File: config.mk
export PLATFORM = sky130hd
export DESIGN_NAME = xoroshiro_random_stream
export DESIGN_NICKNAME = d
export VERILOG_FILES = /design/src/rtl/xrs_pkg.sv /design/src/rtl/xrs_front.sv /design/src/rtl/xrs_mul64.sv /design/src/rtl/xrs_back.sv /design/src/rtl/xoroshiro_random_stream.sv
export SDC_FILE = /design/constraint.sdc
export NUM_CORES = 2
export LEC_CHECK = 0
export BUFFER_PORTS_ARGS = -buffer_cell sky130_fd_sc_hd__buf_4
export CORE_MARGIN = 4
export CORE_UTILIZATION = 58
export CTS_CLUSTER_DIAMETER = 100
export DETAILED_ROUTE_END_ITERATION = 12
export GPL_ROUTABILITY_DRIVEN = 0
export PLACE_DENSITY = 0.78
export SLEW_MARGIN = 5
export SYNTH_ARGS = -nofsm -noshare
export SYNTH_HDL_FRONTEND = slang
export SYNTH_SLANG_ARGS = --single-unit
File: constraint.sdc
create_clock -name clk -period 18.6 [get_ports clk]
set_input_delay 0.93 -clock clk [delete_from_list [all_inputs] [get_ports clk]]
set_output_delay 0.93 -clock clk [all_outputs]
set_load 0.01 [all_outputs]
File: src/rtl/xrs_pkg.sv
// Shared types and constants of the xoroshiro128** random stream block.
// Used by xrs_front, xrs_mul64, xrs_back and xoroshiro_random_stream.
// No dependencies.
package xrs_pkg;

	localparam logic [63:0] GOLDEN_GAMMA = 64'h9E3779B97F4A7C15;
	localparam logic [63:0] MIX_MUL_A    = 64'hBF58476D1CE4E5B9;
	localparam logic [63:0] MIX_MUL_B    = 64'h94D049BB133111EB;

	localparam int QDEPTH = 2;
	localparam int QPTR_W = 1;
	localparam int QCNT_W = 2;

	typedef enum logic [1:0] {
		CMD_SEED = 2'd0,
		CMD_INT  = 2'd1,
		CMD_FRAC = 2'd2,
		CMD_NONE = 2'd3
	} cmd_t;

	// One classified command as it waits between front and back.
	typedef struct packed {
		cmd_t        cmd;
		logic [63:0] seed;
		logic [31:0] idx1;
		logic [31:0] lo;
		logic [31:0] width;
	} xrs_item_t;

	typedef struct packed {
		logic        start;
		logic [63:0] a;
		logic [63:0] b;
	} mul_req_t;

	typedef struct packed {
		logic        done;
		logic [63:0] product;
	} mul_rsp_t;

	typedef enum logic [1:0] {
		MP_IDLE,
		MP_LL,
		MP_LH,
		MP_HL
	} mul_phase_t;

	typedef enum logic [3:0] {
		ST_IDLE,
		ST_WORD,
		ST_SCALE_GO,
		ST_SCALE,
		ST_SEED_IDX,
		ST_MIX0,
		ST_MIX_A,
		ST_MIX_B,
		ST_EMIT
	} back_state_t;

	function automatic logic [63:0] rotl64(input logic [63:0] v, input int n);
		rotl64 = (v << n) | (v >> (64 - n));
	endfunction

endpackage

File: src/rtl/xrs_front.sv
// Front part: takes commands from the input queue port, orders the bounds,
// and holds classified items in a two-entry queue for the back part. Uses xrs_pkg.
module xrs_front (
	input  logic                  clk,
	input  logic                  arst_n,
	input  logic                  push,
	output logic                  full,
	input  logic [1:0]            command,
	input  logic [63:0]           seed_value,
	input  logic [30:0]           stream_index,
	input  logic signed [31:0]    range_low,
	input  logic signed [31:0]    range_high,
	output xrs_pkg::xrs_item_t    item,
	output logic                  item_valid,
	input  logic                  take
);
	import xrs_pkg::*;

	xrs_item_t           q_mem_q [QDEPTH];
	logic [QPTR_W-1:0]   wr_ptr_q;
	logic [QPTR_W-1:0]   rd_ptr_q;
	logic [QCNT_W-1:0]   count_q;
	xrs_item_t           new_item;
	logic                wr_en;
	logic                rd_en;
	logic                swap;
	logic [31:0]         lo_sel;
	logic [31:0]         hi_sel;

	always_comb begin
		swap   = range_high < range_low;
		lo_sel = swap ? range_high : range_low;
		hi_sel = swap ? range_low : range_high;
		new_item.cmd   = cmd_t'(command);
		new_item.seed  = seed_value;
		new_item.idx1  = {1'b0, stream_index} + 32'd1;
		new_item.lo    = lo_sel;
		// A full 32-bit span wraps to zero width.
		new_item.width = hi_sel - lo_sel + 32'd1;
	end

	assign full       = count_q == QCNT_W'(QDEPTH);
	assign item_valid = count_q != '0;
	assign item       = q_mem_q[rd_ptr_q];
	assign wr_en      = push && !full;
	assign rd_en      = take && item_valid;

	always_ff @(posedge clk) begin
		if (wr_en) begin
			q_mem_q[wr_ptr_q] <= new_item;
		end
	end

	always_ff @(posedge clk or negedge arst_n) begin
		if (!arst_n) begin
			wr_ptr_q <= '0;
			rd_ptr_q <= '0;
			count_q  <= '0;
		end else begin
			if (wr_en) begin
				wr_ptr_q <= wr_ptr_q + 1'b1;
			end
			if (rd_en) begin
				rd_ptr_q <= rd_ptr_q + 1'b1;
			end
			if (wr_en && !rd_en) begin
				count_q <= count_q + 1'b1;
			end else if (rd_en && !wr_en) begin
				count_q <= count_q - 1'b1;
			end
		end
	end

	a_count_bound: assert property (@(posedge clk) disable iff (!arst_n)
		count_q <= QCNT_W'(QDEPTH))
		else $error("front queue count exceeds its depth");

	a_take_nonempty: assert property (@(posedge clk) disable iff (!arst_n)
		take |-> item_valid)
		else $error("back took an item from an empty front queue");

endmodule

File: src/rtl/xrs_mul64.sv
// Iterative 64x64 multiplier giving the low 64 product bits with one shared
// 32x32 multiplier, stepping through MP_LL, MP_LH and MP_HL. Uses xrs_pkg.
module xrs_mul64 (
	input  logic                clk,
	input  logic                arst_n,
	input  xrs_pkg::mul_req_t   req,
	output xrs_pkg::mul_rsp_t   rsp
);
	import xrs_pkg::*;

	mul_phase_t   phase_q;
	mul_phase_t   phase_d;
	logic [63:0]  opa_q;
	logic [63:0]  opb_q;
	logic [63:0]  lo_q;
	logic [31:0]  mid_q;
	logic [63:0]  prod_q;
	logic         done_q;
	logic [31:0]  x_op;
	logic [31:0]  y_op;
	logic [63:0]  mul_full;

	always_comb begin
		phase_d = phase_q;
		case (phase_q)
			MP_IDLE: if (req.start) phase_d = MP_LL;
			MP_LL:   phase_d = MP_LH;
			MP_LH:   phase_d = MP_HL;
			MP_HL:   phase_d = MP_IDLE;
			default: phase_d = MP_IDLE;
		endcase
	end

	always_comb begin
		case (phase_q)
			MP_LL: begin
				x_op = opa_q[31:0];
				y_op = opb_q[31:0];
			end
			MP_LH: begin
				x_op = opa_q[31:0];
				y_op = opb_q[63:32];
			end
			default: begin
				x_op = opa_q[63:32];
				y_op = opb_q[31:0];
			end
		endcase
	end

	assign mul_full = x_op * y_op;

	always_ff @(posedge clk) begin
		if (phase_q == MP_IDLE && req.start) begin
			opa_q <= req.a;
			opb_q <= req.b;
		end
		if (phase_q == MP_LL) begin
			lo_q <= mul_full;
		end
		if (phase_q == MP_LH) begin
			mid_q <= lo_q[63:32] + mul_full[31:0];
		end
		if (phase_q == MP_HL) begin
			prod_q <= {mid_q + mul_full[31:0], lo_q[31:0]};
		end
	end

	always_ff @(posedge clk or negedge arst_n) begin
		if (!arst_n) begin
			phase_q <= MP_IDLE;
			done_q  <= 1'b0;
		end else begin
			phase_q <= phase_d;
			done_q  <= phase_q == MP_HL;
		end
	end

	assign rsp.done    = done_q;
	assign rsp.product = prod_q;

	a_start_idle: assert property (@(posedge clk) disable iff (!arst_n)
		req.start |-> phase_q == MP_IDLE)
		else $error("multiply started while the unit was busy");

endmodule

File: src/rtl/xrs_back.sv
// Back part: holds the generator state, runs seed, draw and unused commands with a
// sequencer around the shared multiplier, and keeps the result register. Uses xrs_pkg.
module xrs_back (
	input  logic                  clk,
	input  logic                  arst_n,
	input  xrs_pkg::xrs_item_t    item,
	input  logic                  item_valid,
	output logic                  take,
	output xrs_pkg::mul_req_t     mul_req,
	input  xrs_pkg::mul_rsp_t     mul_rsp,
	output logic                  empty,
	input  logic                  pop,
	output logic [63:0]           raw_word,
	output logic signed [31:0]    int_value,
	output logic [52:0]           fraction
);
	import xrs_pkg::*;

	back_state_t  st_q;
	back_state_t  st_d;
	xrs_item_t    cur_q;
	logic [63:0]  state_low_q;
	logic [63:0]  state_high_q;
	logic [63:0]  a5_q;
	logic [63:0]  word_q;
	logic [31:0]  ival_q;
	logic [63:0]  acc_q;
	logic [63:0]  first_q;
	logic         round_q;
	logic         res_valid_q;
	logic [63:0]  res_raw_q;
	logic [31:0]  res_int_q;
	logic [52:0]  res_frac_q;
	logic         load_res;
	logic         is_draw;
	logic [63:0]  mix_b;
	logic [63:0]  rot_w;
	logic [63:0]  xb;
	logic         slot_free;

	assign slot_free = !res_valid_q || pop;
	assign is_draw   = item.cmd inside {CMD_INT, CMD_FRAC};
	assign mix_b     = mul_rsp.product ^ (mul_rsp.product >> 31);
	assign rot_w     = rotl64(a5_q, 7);
	assign xb        = state_high_q ^ state_low_q;

	always_comb begin
		st_d = st_q;
		case (st_q)
			ST_IDLE: begin
				if (item_valid) begin
					case (item.cmd)
						CMD_SEED:          st_d = ST_SEED_IDX;
						CMD_INT, CMD_FRAC: st_d = ST_WORD;
						default:           st_d = ST_EMIT;
					endcase
				end
			end
			ST_WORD:     st_d = (cur_q.cmd == CMD_INT) ? ST_SCALE_GO : ST_EMIT;
			ST_SCALE_GO: st_d = ST_SCALE;
			ST_SCALE:    if (mul_rsp.done) st_d = ST_EMIT;
			ST_SEED_IDX: if (mul_rsp.done) st_d = ST_MIX0;
			ST_MIX0:     st_d = ST_MIX_A;
			ST_MIX_A:    if (mul_rsp.done) st_d = ST_MIX_B;
			ST_MIX_B:    if (mul_rsp.done) st_d = round_q ? ST_EMIT : ST_MIX0;
			ST_EMIT:     if (slot_free) st_d = ST_IDLE;
			default:     st_d = ST_IDLE;
		endcase
	end

	always_comb begin
		take     = 1'b0;
		load_res = 1'b0;
		mul_req  = '0;
		case (st_q)
			ST_IDLE: begin
				take = item_valid;
				if (item_valid && item.cmd == CMD_SEED) begin
					mul_req.start = 1'b1;
					mul_req.a     = GOLDEN_GAMMA;
					mul_req.b     = {32'd0, item.idx1};
				end
			end
			ST_SCALE_GO: begin
				mul_req.start = 1'b1;
				mul_req.a     = {32'd0, word_q[63:32]};
				mul_req.b     = {32'd0, cur_q.width};
			end
			ST_MIX0: begin
				mul_req.start = 1'b1;
				mul_req.a     = acc_q ^ (acc_q >> 30);
				mul_req.b     = MIX_MUL_A;
			end
			ST_MIX_A: begin
				if (mul_rsp.done) begin
					mul_req.start = 1'b1;
					mul_req.a     = mul_rsp.product ^ (mul_rsp.product >> 27);
					mul_req.b     = MIX_MUL_B;
				end
			end
			ST_EMIT: load_res = slot_free;
			default: ;
		endcase
	end

	always_ff @(posedge clk) begin
		if (take) begin
			cur_q <= item;
			a5_q  <= state_low_q + (state_low_q << 2);
		end
		if (st_q == ST_WORD) begin
			word_q <= rot_w + (rot_w << 3);
		end
		if (st_q == ST_SCALE && mul_rsp.done) begin
			ival_q <= cur_q.lo + mul_rsp.product[63:32];
		end
		if (st_q == ST_SEED_IDX && mul_rsp.done) begin
			acc_q <= (cur_q.seed ^ mul_rsp.product) + GOLDEN_GAMMA;
		end
		if (st_q == ST_MIX_B && mul_rsp.done && !round_q) begin
			first_q <= mix_b;
			acc_q   <= acc_q + GOLDEN_GAMMA;
		end
		if (load_res) begin
			res_raw_q  <= (cur_q.cmd inside {CMD_INT, CMD_FRAC}) ? word_q : '0;
			res_int_q  <= (cur_q.cmd == CMD_INT) ? ival_q : '0;
			res_frac_q <= (cur_q.cmd == CMD_FRAC) ? word_q[63:11] : '0;
		end
	end

	always_ff @(posedge clk or negedge arst_n) begin
		if (!arst_n) begin
			st_q         <= ST_IDLE;
			state_low_q  <= 64'd0;
			state_high_q <= 64'd1;
			round_q      <= 1'b0;
			res_valid_q  <= 1'b0;
		end else begin
			st_q <= st_d;
			if (take) begin
				round_q <= 1'b0;
				if (is_draw) begin
					state_low_q  <= rotl64(state_low_q, 24) ^ xb ^ (xb << 16);
					state_high_q <= rotl64(xb, 37);
				end
			end
			if (st_q == ST_MIX_B && mul_rsp.done) begin
				if (!round_q) begin
					round_q <= 1'b1;
				end else begin
					state_low_q  <= first_q;
					state_high_q <= (first_q == '0 && mix_b == '0) ? 64'd1 : mix_b;
				end
			end
			if (load_res) begin
				res_valid_q <= 1'b1;
			end else if (pop) begin
				res_valid_q <= 1'b0;
			end
		end
	end

	assign empty     = !res_valid_q;
	assign raw_word  = res_raw_q;
	assign int_value = res_int_q;
	assign fraction  = res_frac_q;

	a_state_nonzero: assert property (@(posedge clk) disable iff (!arst_n)
		state_low_q != '0 || state_high_q != '0)
		else $error("generator state became all zero");

	a_done_expected: assert property (@(posedge clk) disable iff (!arst_n)
		mul_rsp.done |-> (st_q == ST_SEED_IDX || st_q == ST_MIX_A ||
			st_q == ST_MIX_B || st_q == ST_SCALE))
		else $error("multiplier finished while the sequencer was not waiting");

	a_take_leaves_idle: assert property (@(posedge clk) disable iff (!arst_n)
		take |=> st_q != ST_IDLE)
		else $error("sequencer stayed idle after taking an item");

	a_hold_result: assert property (@(posedge clk) disable iff (!arst_n)
		res_valid_q && !pop |=> res_valid_q && $stable(res_raw_q))
		else $error("waiting result was overwritten or dropped");

endmodule

File: src/rtl/xoroshiro_random_stream.sv
// Top level of the xoroshiro128** random stream block.
// Depends on xrs_pkg, xrs_front, xrs_mul64 and xrs_back.

// The block keeps one 128-bit xoroshiro128** state (reset to low word zero,
// high word one) and works as a queue on both sides: write a command with
// push while full is low, and read its single result while empty is low,
// taking it with pop. Command 0 seeds the state from seed_value and
// stream_index plus one through two splitmix64 steps and returns all-zero
// fields; command 1 advances the state and returns the raw word and an
// integer in [range_low, range_high] (bounds swapped if reversed, full span
// returns range_low); command 2 advances the state and returns the raw word
// and its top 53 bits as a 0.53 fraction; command 3 returns zeros and leaves
// the state alone. Commands are handled one at a time in order. The integer
// draw and the seed use the single shared 32x32 multiplier, which builds
// each 64-bit product from partial products in turn (one product for the
// integer scaling, five for a seed). A two-entry queue in front of the
// sequencer takes new commands while a result waits to be read. A finished
// command holds the sequencer, and the commands behind it, until the result
// register is free, which is at the latest the cycle the previous result is
// taken with pop.
module xoroshiro_random_stream (
	input  logic                clk,
	input  logic                arst_n,
	input  logic                push,
	output logic                full,
	input  logic [1:0]          command,
	input  logic [63:0]         seed_value,
	input  logic [30:0]         stream_index,
	input  logic signed [31:0]  range_low,
	input  logic signed [31:0]  range_high,
	output logic                empty,
	input  logic                pop,
	output logic [63:0]         raw_word,
	output logic signed [31:0]  int_value,
	output logic [52:0]         fraction
);
	import xrs_pkg::*;

	// Classified commands travel from the front queue to the sequencer.
	xrs_item_t  item;
	logic       item_valid;
	logic       take;

	// Requests and products of the shared multiplier.
	mul_req_t   mul_req;
	mul_rsp_t   mul_rsp;

	xrs_front u_front (
		.clk          (clk),
		.arst_n       (arst_n),
		.push         (push),
		.full         (full),
		.command      (command),
		.seed_value   (seed_value),
		.stream_index (stream_index),
		.range_low    (range_low),
		.range_high   (range_high),
		.item         (item),
		.item_valid   (item_valid),
		.take         (take)
	);

	xrs_mul64 u_mul (
		.clk    (clk),
		.arst_n (arst_n),
		.req    (mul_req),
		.rsp    (mul_rsp)
	);

	// The sequencer owns the generator state and the result register, so a
	// finished transfer waits there without blocking the front queue.
	xrs_back u_back (
		.clk        (clk),
		.arst_n     (arst_n),
		.item       (item),
		.item_valid (item_valid),
		.take       (take),
		.mul_req    (mul_req),
		.mul_rsp    (mul_rsp),
		.empty      (empty),
		.pop        (pop),
		.raw_word   (raw_word),
		.int_value  (int_value),
		.fraction   (fraction)
	);

endmodule
# Word level (Yosys, flattened, before mapping)
# Memory sizes are Yosys's and may differ from the RTL's.
# Cells that the tools add are included.
# word_totals
mem_count,1
output_inout_bits,151
ff_bits,996
inputBits,165
ramBits,324
elab_cells,149
# mem_list
memory,depth,word_bits,rd,rd_ports_with_merged_regs,write_ports,line,text
u_front.q_mem_q,2,162,1,0,1,xrs_front.sv:19,xrs_item_t q_mem_q [QDEPTH];
# classes
n_eq_ne,23
addsub,14
muxes,41
order_cmp,1
multipliers,1
bitwise_logic,10
n_reduce_logical,31
# ops
cell,n
$mux W64,11
$pmux W129 S4,1
$mux W129,2
$xor A64 B64 Y64,4
$add A64 B64 Y64,2
$add A64 B64 Y64 const B,2
$logic_not A64 Y1,2
$mux W32,4
$add A32 B32 Y32,3
$mul A32 B32 Y64,1
$or A64 B24 Y64,1
$or A64 B37 Y64,1
$or A64 B7 Y64,1
$xor A64 B33 Y64,1
$xor A64 B34 Y64,1
$xor A64 B37 Y64,1
$pmux W4 S9,1
$add A31 B1 Y32 const B,1
$add A32 B1 Y32 const B,1
$lt A32 B32 Y1,1
$mux W4,8
$sub A32 B32 Y32,1
$eq A4 B3 Y1 const B,4
$reduce_bool A2 Y1,6
other kinds (21),60

# Longest topological paths before layout
# logic_depth
ltp_word,7
ltp_mapped,40
mapped_depth_nobuf,36

# Cells and area by module
# Synthesis repeated with hierarchy kept, for this count alone.
# unflattened
hier_cells,9302
hier_area_um2,100995.6
# modules_own_cells
module,instances,area_per_inst_um2,cells_per_inst,seq_area_each_um2
xrs_mul64,1,44876.8,4481,8723.4
xrs_back,1,40442.5,3766,20380.8
xrs_front,1,15676.3,1055,9829.4

# Worst setup path after synthesis
# Ideal clock, no wire load.
# synth_timing
kind,register to register
from,reg u_back.st_q[0]
to,reg u_mul.opa_q[0] (enable)
slack_ns,1.276
t_arrival_ns,16.756
setup_time_ns,0.568
stages_incl_launch_ff,8
synth_period_minus_slack_ns,17.324
required_time_ns,18.032
n_path_buf,1
path_cell_list,dfrtp_1 > buf_2 > inv_1 > nand2_1 > nor4_2 > and2_1 > nor3_1 > nor2b_1
# synth_between
elab_chain_len,3
elab_cells_between_ends,6
cone_classes,3 x eq/ne; 1 x mux; 2 x reduce/logical
# synth_lines
element,line,text
"start, declared",xrs_back.sv:19,back_state_t st_q;
"start signal, assigned",xrs_back.sv:139,st_q <= st_d;
$eq A4 B3 Y1 (tied with other cells),xrs_back.sv:75,case (st_q)
$pmux W129 S4 (*),xrs_back.sv:75,
$logic_and A1 B1 Y1 (*),xrs_mul64.sv:54,if (phase_q == MP_IDLE && req.start) begin
"end signal, assigned",xrs_mul64.sv:55,opa_q <= req.a;
"end, declared",xrs_mul64.sv:13,logic [63:0] opa_q;
# Mark *: on every way between the ends. The rest lies on a longest branch, timed or not.
# A chain may end at the register's enable or synchronous reset.

# Worst setup path in the final report
# layout_timing
from,reg u_mul.phase_q[0]
to,"reg u_mul.prod_q[63], data pin"
# layout_between
elab_chain_len,5
elab_cells_between_ends,7
cone_classes,1 x add/sub; 1 x mul; 2 x eq/ne; 2 x mux; 1 x reduce/logical
# layout_lines
element,line,text
"start, declared",xrs_mul64.sv:11,mul_phase_t phase_q;
"start signal, assigned",xrs_mul64.sv:74,phase_q <= phase_d;
$eq A2 B2 Y1 or $eq A2 B1 Y1 (tied branches),xrs_mul64.sv:35,case (phase_q)
$reduce_or A2 Y1 (no source line),--,
$mux W32,xrs_mul64.sv:35,
$mul A32 B32 Y64 (*),xrs_mul64.sv:51,assign mul_full = x_op * y_op;
via u_mul.mul_full[17],xrs_mul64.sv:21,logic [63:0] mul_full;
$add A32 B32 Y32 (*),xrs_mul64.sv:65,"prod_q <= {mid_q + mul_full[31:0], lo_q[31:0]};"
"end signal, assigned",xrs_mul64.sv:65,
"end, declared",xrs_mul64.sv:17,logic [63:0] prod_q;
# Mark *: on every way through the listed nets, which the timed path passes. The rest lies on a longest branch.

==> impl_summary.md <==
Floorplan
The initial utilization of the core area, before any placement, comes to between 50% and 60%. In this run the core area contains approximately 150 standard-cell rows. In this run the vertical extent of the chip is 421 microns.

The total area inside the core boundary comes to 170000 sq um. The number of ports placed on the die boundary is 316. The width of the die is 421 microns.

The full die area is 177000 sq um.

Critical path
The dominant delay contributor by cell family on the critical path is adder cells. The worst setup path is of the flip-flop to flip-flop kind. Across all register-to-register paths, the minimum setup slack is 6.99 ns. STA puts the critical path data required time at 19.15 ns.

The number of buffer and inverter stages on the critical path is 5. The critical path starts at u_mul.phase_q[0]. For the worst setup path, the data arrival time is between 10 and 15 ns. Along the worst path, the maximum fanout reaches 45.

The critical path's most frequent cell is fa_1. The origin of the critical flop-to-flop path is u_mul.phase_q[0]. The kind of end point of the critical path is a flip-flop.

The cell with the largest stage delay on the worst path is a21o_1. The peak per-stage delay on the critical path is 0.87 ns. STA classifies the critical path startpoint as a flip-flop.

Routing
Dividing the detail-routed via count by the number of cells gives 6.26. The final routed wire length divided by cell count is around 26 microns. The vias after detailed routing is 73474. Once detail routing completed, the nets flagged for antenna violations numbered 0.

For this run, design rule violations remaining after detail routing come to 0. The total wire length is 300000 microns. The first TritonRoute pass finished after 9 iterations. For this block, the initial DRC count from the detailed router was ~9000.

Global route
After global routing the overflow that remains totals 0. Global routing used 33.4% of the available tracks across all layers. The number of antenna violations at the first check in global routing was 10. The pin count of the biggest net entering global routing is 115.

The first global-routing pass estimated ~450000 microns of wire. The via count of the first global-routing pass came to 74689.

Placed design
Port buffering added around 320 buffers. The placed wire-length estimate after detailed placement is approximately 230000 microns.

Logic synthesis
A synthesized cell averages approximately 11 sq um. The most used flip-flop cell after synthesis is edfxtp_1. During synthesis, Yosys emitted a total of 0 warnings. The async set-reset flop share out of synthesis is 10.9%. After synthesis the netlist holds a flip-flop and latch count of 1291. The synthesized net count is 10859. The number of enable-type register cells in the synthesized netlist is 1150. The cell area that synthesis handed to floorplanning was ~100000 sq um. In the synthesized netlist, the number of instances is 9240. Yosys mapped the design onto 107 distinct sky130hd cell types. The share of the yosys chip area belonging to registers is 38.4%.

STA
Setup violations remaining at the end of the flow were counted as 0. The total negative slack is 0 ns. Setup repair after global routing left no endpoint under its margin. The ratio of final minimum period to clock period is 62.4%. The final count of hold timing violations was 0. The transition time at the pin with the least slew margin is between 1.5 and 2 ns. The max-slew violation total from the final report is 6. The worst slew margin relative to its limit is -3.83%. The clock period minus final worst setup slack is 11.61 ns. The upper clock frequency limit is 0.0862 GHz. Between clock sinks in the finished design, the worst skew comes to 0.0582 ns.

Clock network
Buffers inserted to repair hold after CTS numbered 0. The clock latency reported for the late side of the worst-skew pair is between 0.8 and 0.9 ns. After clock tree synthesis, the repair step resized 0 gates. The root buffer cell chosen for the clock tree is clkbuf_16. The H-tree was split into 4 levels. The buffers inserted during post-CTS setup optimization is 0.

The number of buffers added by the clock tree synthesis step is approximately 130. The maximum clock path buffer count is 3. The tree built by TritonCTS fans out to 1291 sinks.

TritonCTS built the clock tree. The clock transition at the registers of the reported paths is approximately 0.060 ns.

Layout
The final net count is approximately 11000. Cells with a size suffix above 1 make up a little under a tenth of the layout. Relative to the synthesized area, the layout overhead comes to 8.99%. In the layout the commonest cells are edfxtp_1, nand2_1, inv_1. The commonest non-fill, non-tap cell in the layout is edfxtp_1.

Min path
The path class of the lowest-slack min-delay path is input pin to async pin.

Run status
The flow ran to the end, but the final reports show violations. The final reports fail on max-capacitance violations, max-slew violations.

Run
The reported max-cap violation count is 1.
[state kept, by name, indices dropped and copies added (netlist names), 35 cells and up]
signal               count
u_mul.prod_q            64
u_front.q_mem_q        324
u_mul.opb_q             35
u_mul.opa_q             64
u_back.word_q           64
u_back.first_q          64
u_back.a5_q             64
u_back.fraction         53
u_back.state_high_q     64
u_back.acc_q            64
u_mul.lo_q              64
u_back.raw_word         64
u_back.state_low_q      64
u_back.cur_q           130
[synthesized netlist by cell type (43+ instances only)]
library cell     n  share of area [%]
edfxtp_1      1150                 35
o21bai_1        50               0.38
mux2i_1        136                1.4
o21ai_0        358                1.8
and3_1          48               0.30
clkbuf_1       337                1.3
nand2_1       1074                4.1
inv_1         1046                4.0
a21oi_1        433                2.2
and2_1         137               0.87
xnor2_1        496                4.4
a21o_1         207                1.6
xor2_1         283                2.5
mux2_2         161                1.8
dfrtp_1        140                3.5
nand4_1         60               0.38
nand2b_1        45               0.28
ha_1           552                7.0
nor2_1         725                2.7
o21a_1          43               0.33
fa_1           902                 18
nor3_1          59               0.30
nor2b_1        103               0.65
nand3_1         82               0.41
[logic make-up after synthesis]
| logic type | after synthesis | synth area share [%] |
|---|---|---|
| xor+xnor | 779 | 6.89 |
| fa+ha+maj | 1454 | 25.2 |
| buf+inv | 1444 | 5.53 |
| flops | 1291 | 38.4 |
| mux | 297 | 3.20 |
| simple gates | 2470 | 11.0 |
| compound gates | 1505 | 9.76 |
[worst paths after layout]
kind / end / cells after the start
setup / recovery: u_mul.prod_q[63] / 36
hold / removal: u_front.wr_ptr_q / 1
setup reg to reg: u_mul.prod_q[63] / 36
hold reg to reg: u_mul.prod_q[2] / 0
max in group asynchronous: u_back.state_low_q[35] / 2
min in group clk: u_front.q_mem_q[0][155] / 1
[area by class of cell]
class                           count  area, sq um
Fill cell                       12767        61700
Multi-Input combinational cell   6505        55700
Sequential cell                  1291        38100
Inverter                         1047         3930
Clock buffer                      173         3490
Timing Repair Buffer              433         3250
Tap cell                         2218         2780
Clock inverter                     63          726
Antenna cell                        8         20.0
[metrics by stage]
step                      cell area (sq um)  utilization, %  cells  hold slack (ns)  worst slack [ns]
after floorplan                       99100               -   9240            0.400              1.28
after global placement               104000            61.1  11494            0.404              7.77
after CTS                            108000            63.6  11730            0.148              7.47
final                                108000            63.6  11738            0.133              6.99
after detailed placement             104000            61.1  11494            0.405              7.48
after global routing                 108000            63.6  11730            0.157              6.62
[routing by layer]
metal / up-vias / wire length (microns) / track usage, %
met2: 4799 / 132000 / 50.8
met4: 4 / 24400 / 21.8
met5: - / 30 / 0
met3: 1265 / 41200 / 11.2
li1: 31505 / - / -
met1: 35901 / 103000 / 40.7
Power is not shown: default switching activity piles up to over one toggle a cycle in this logic, so the estimate is an artifact.
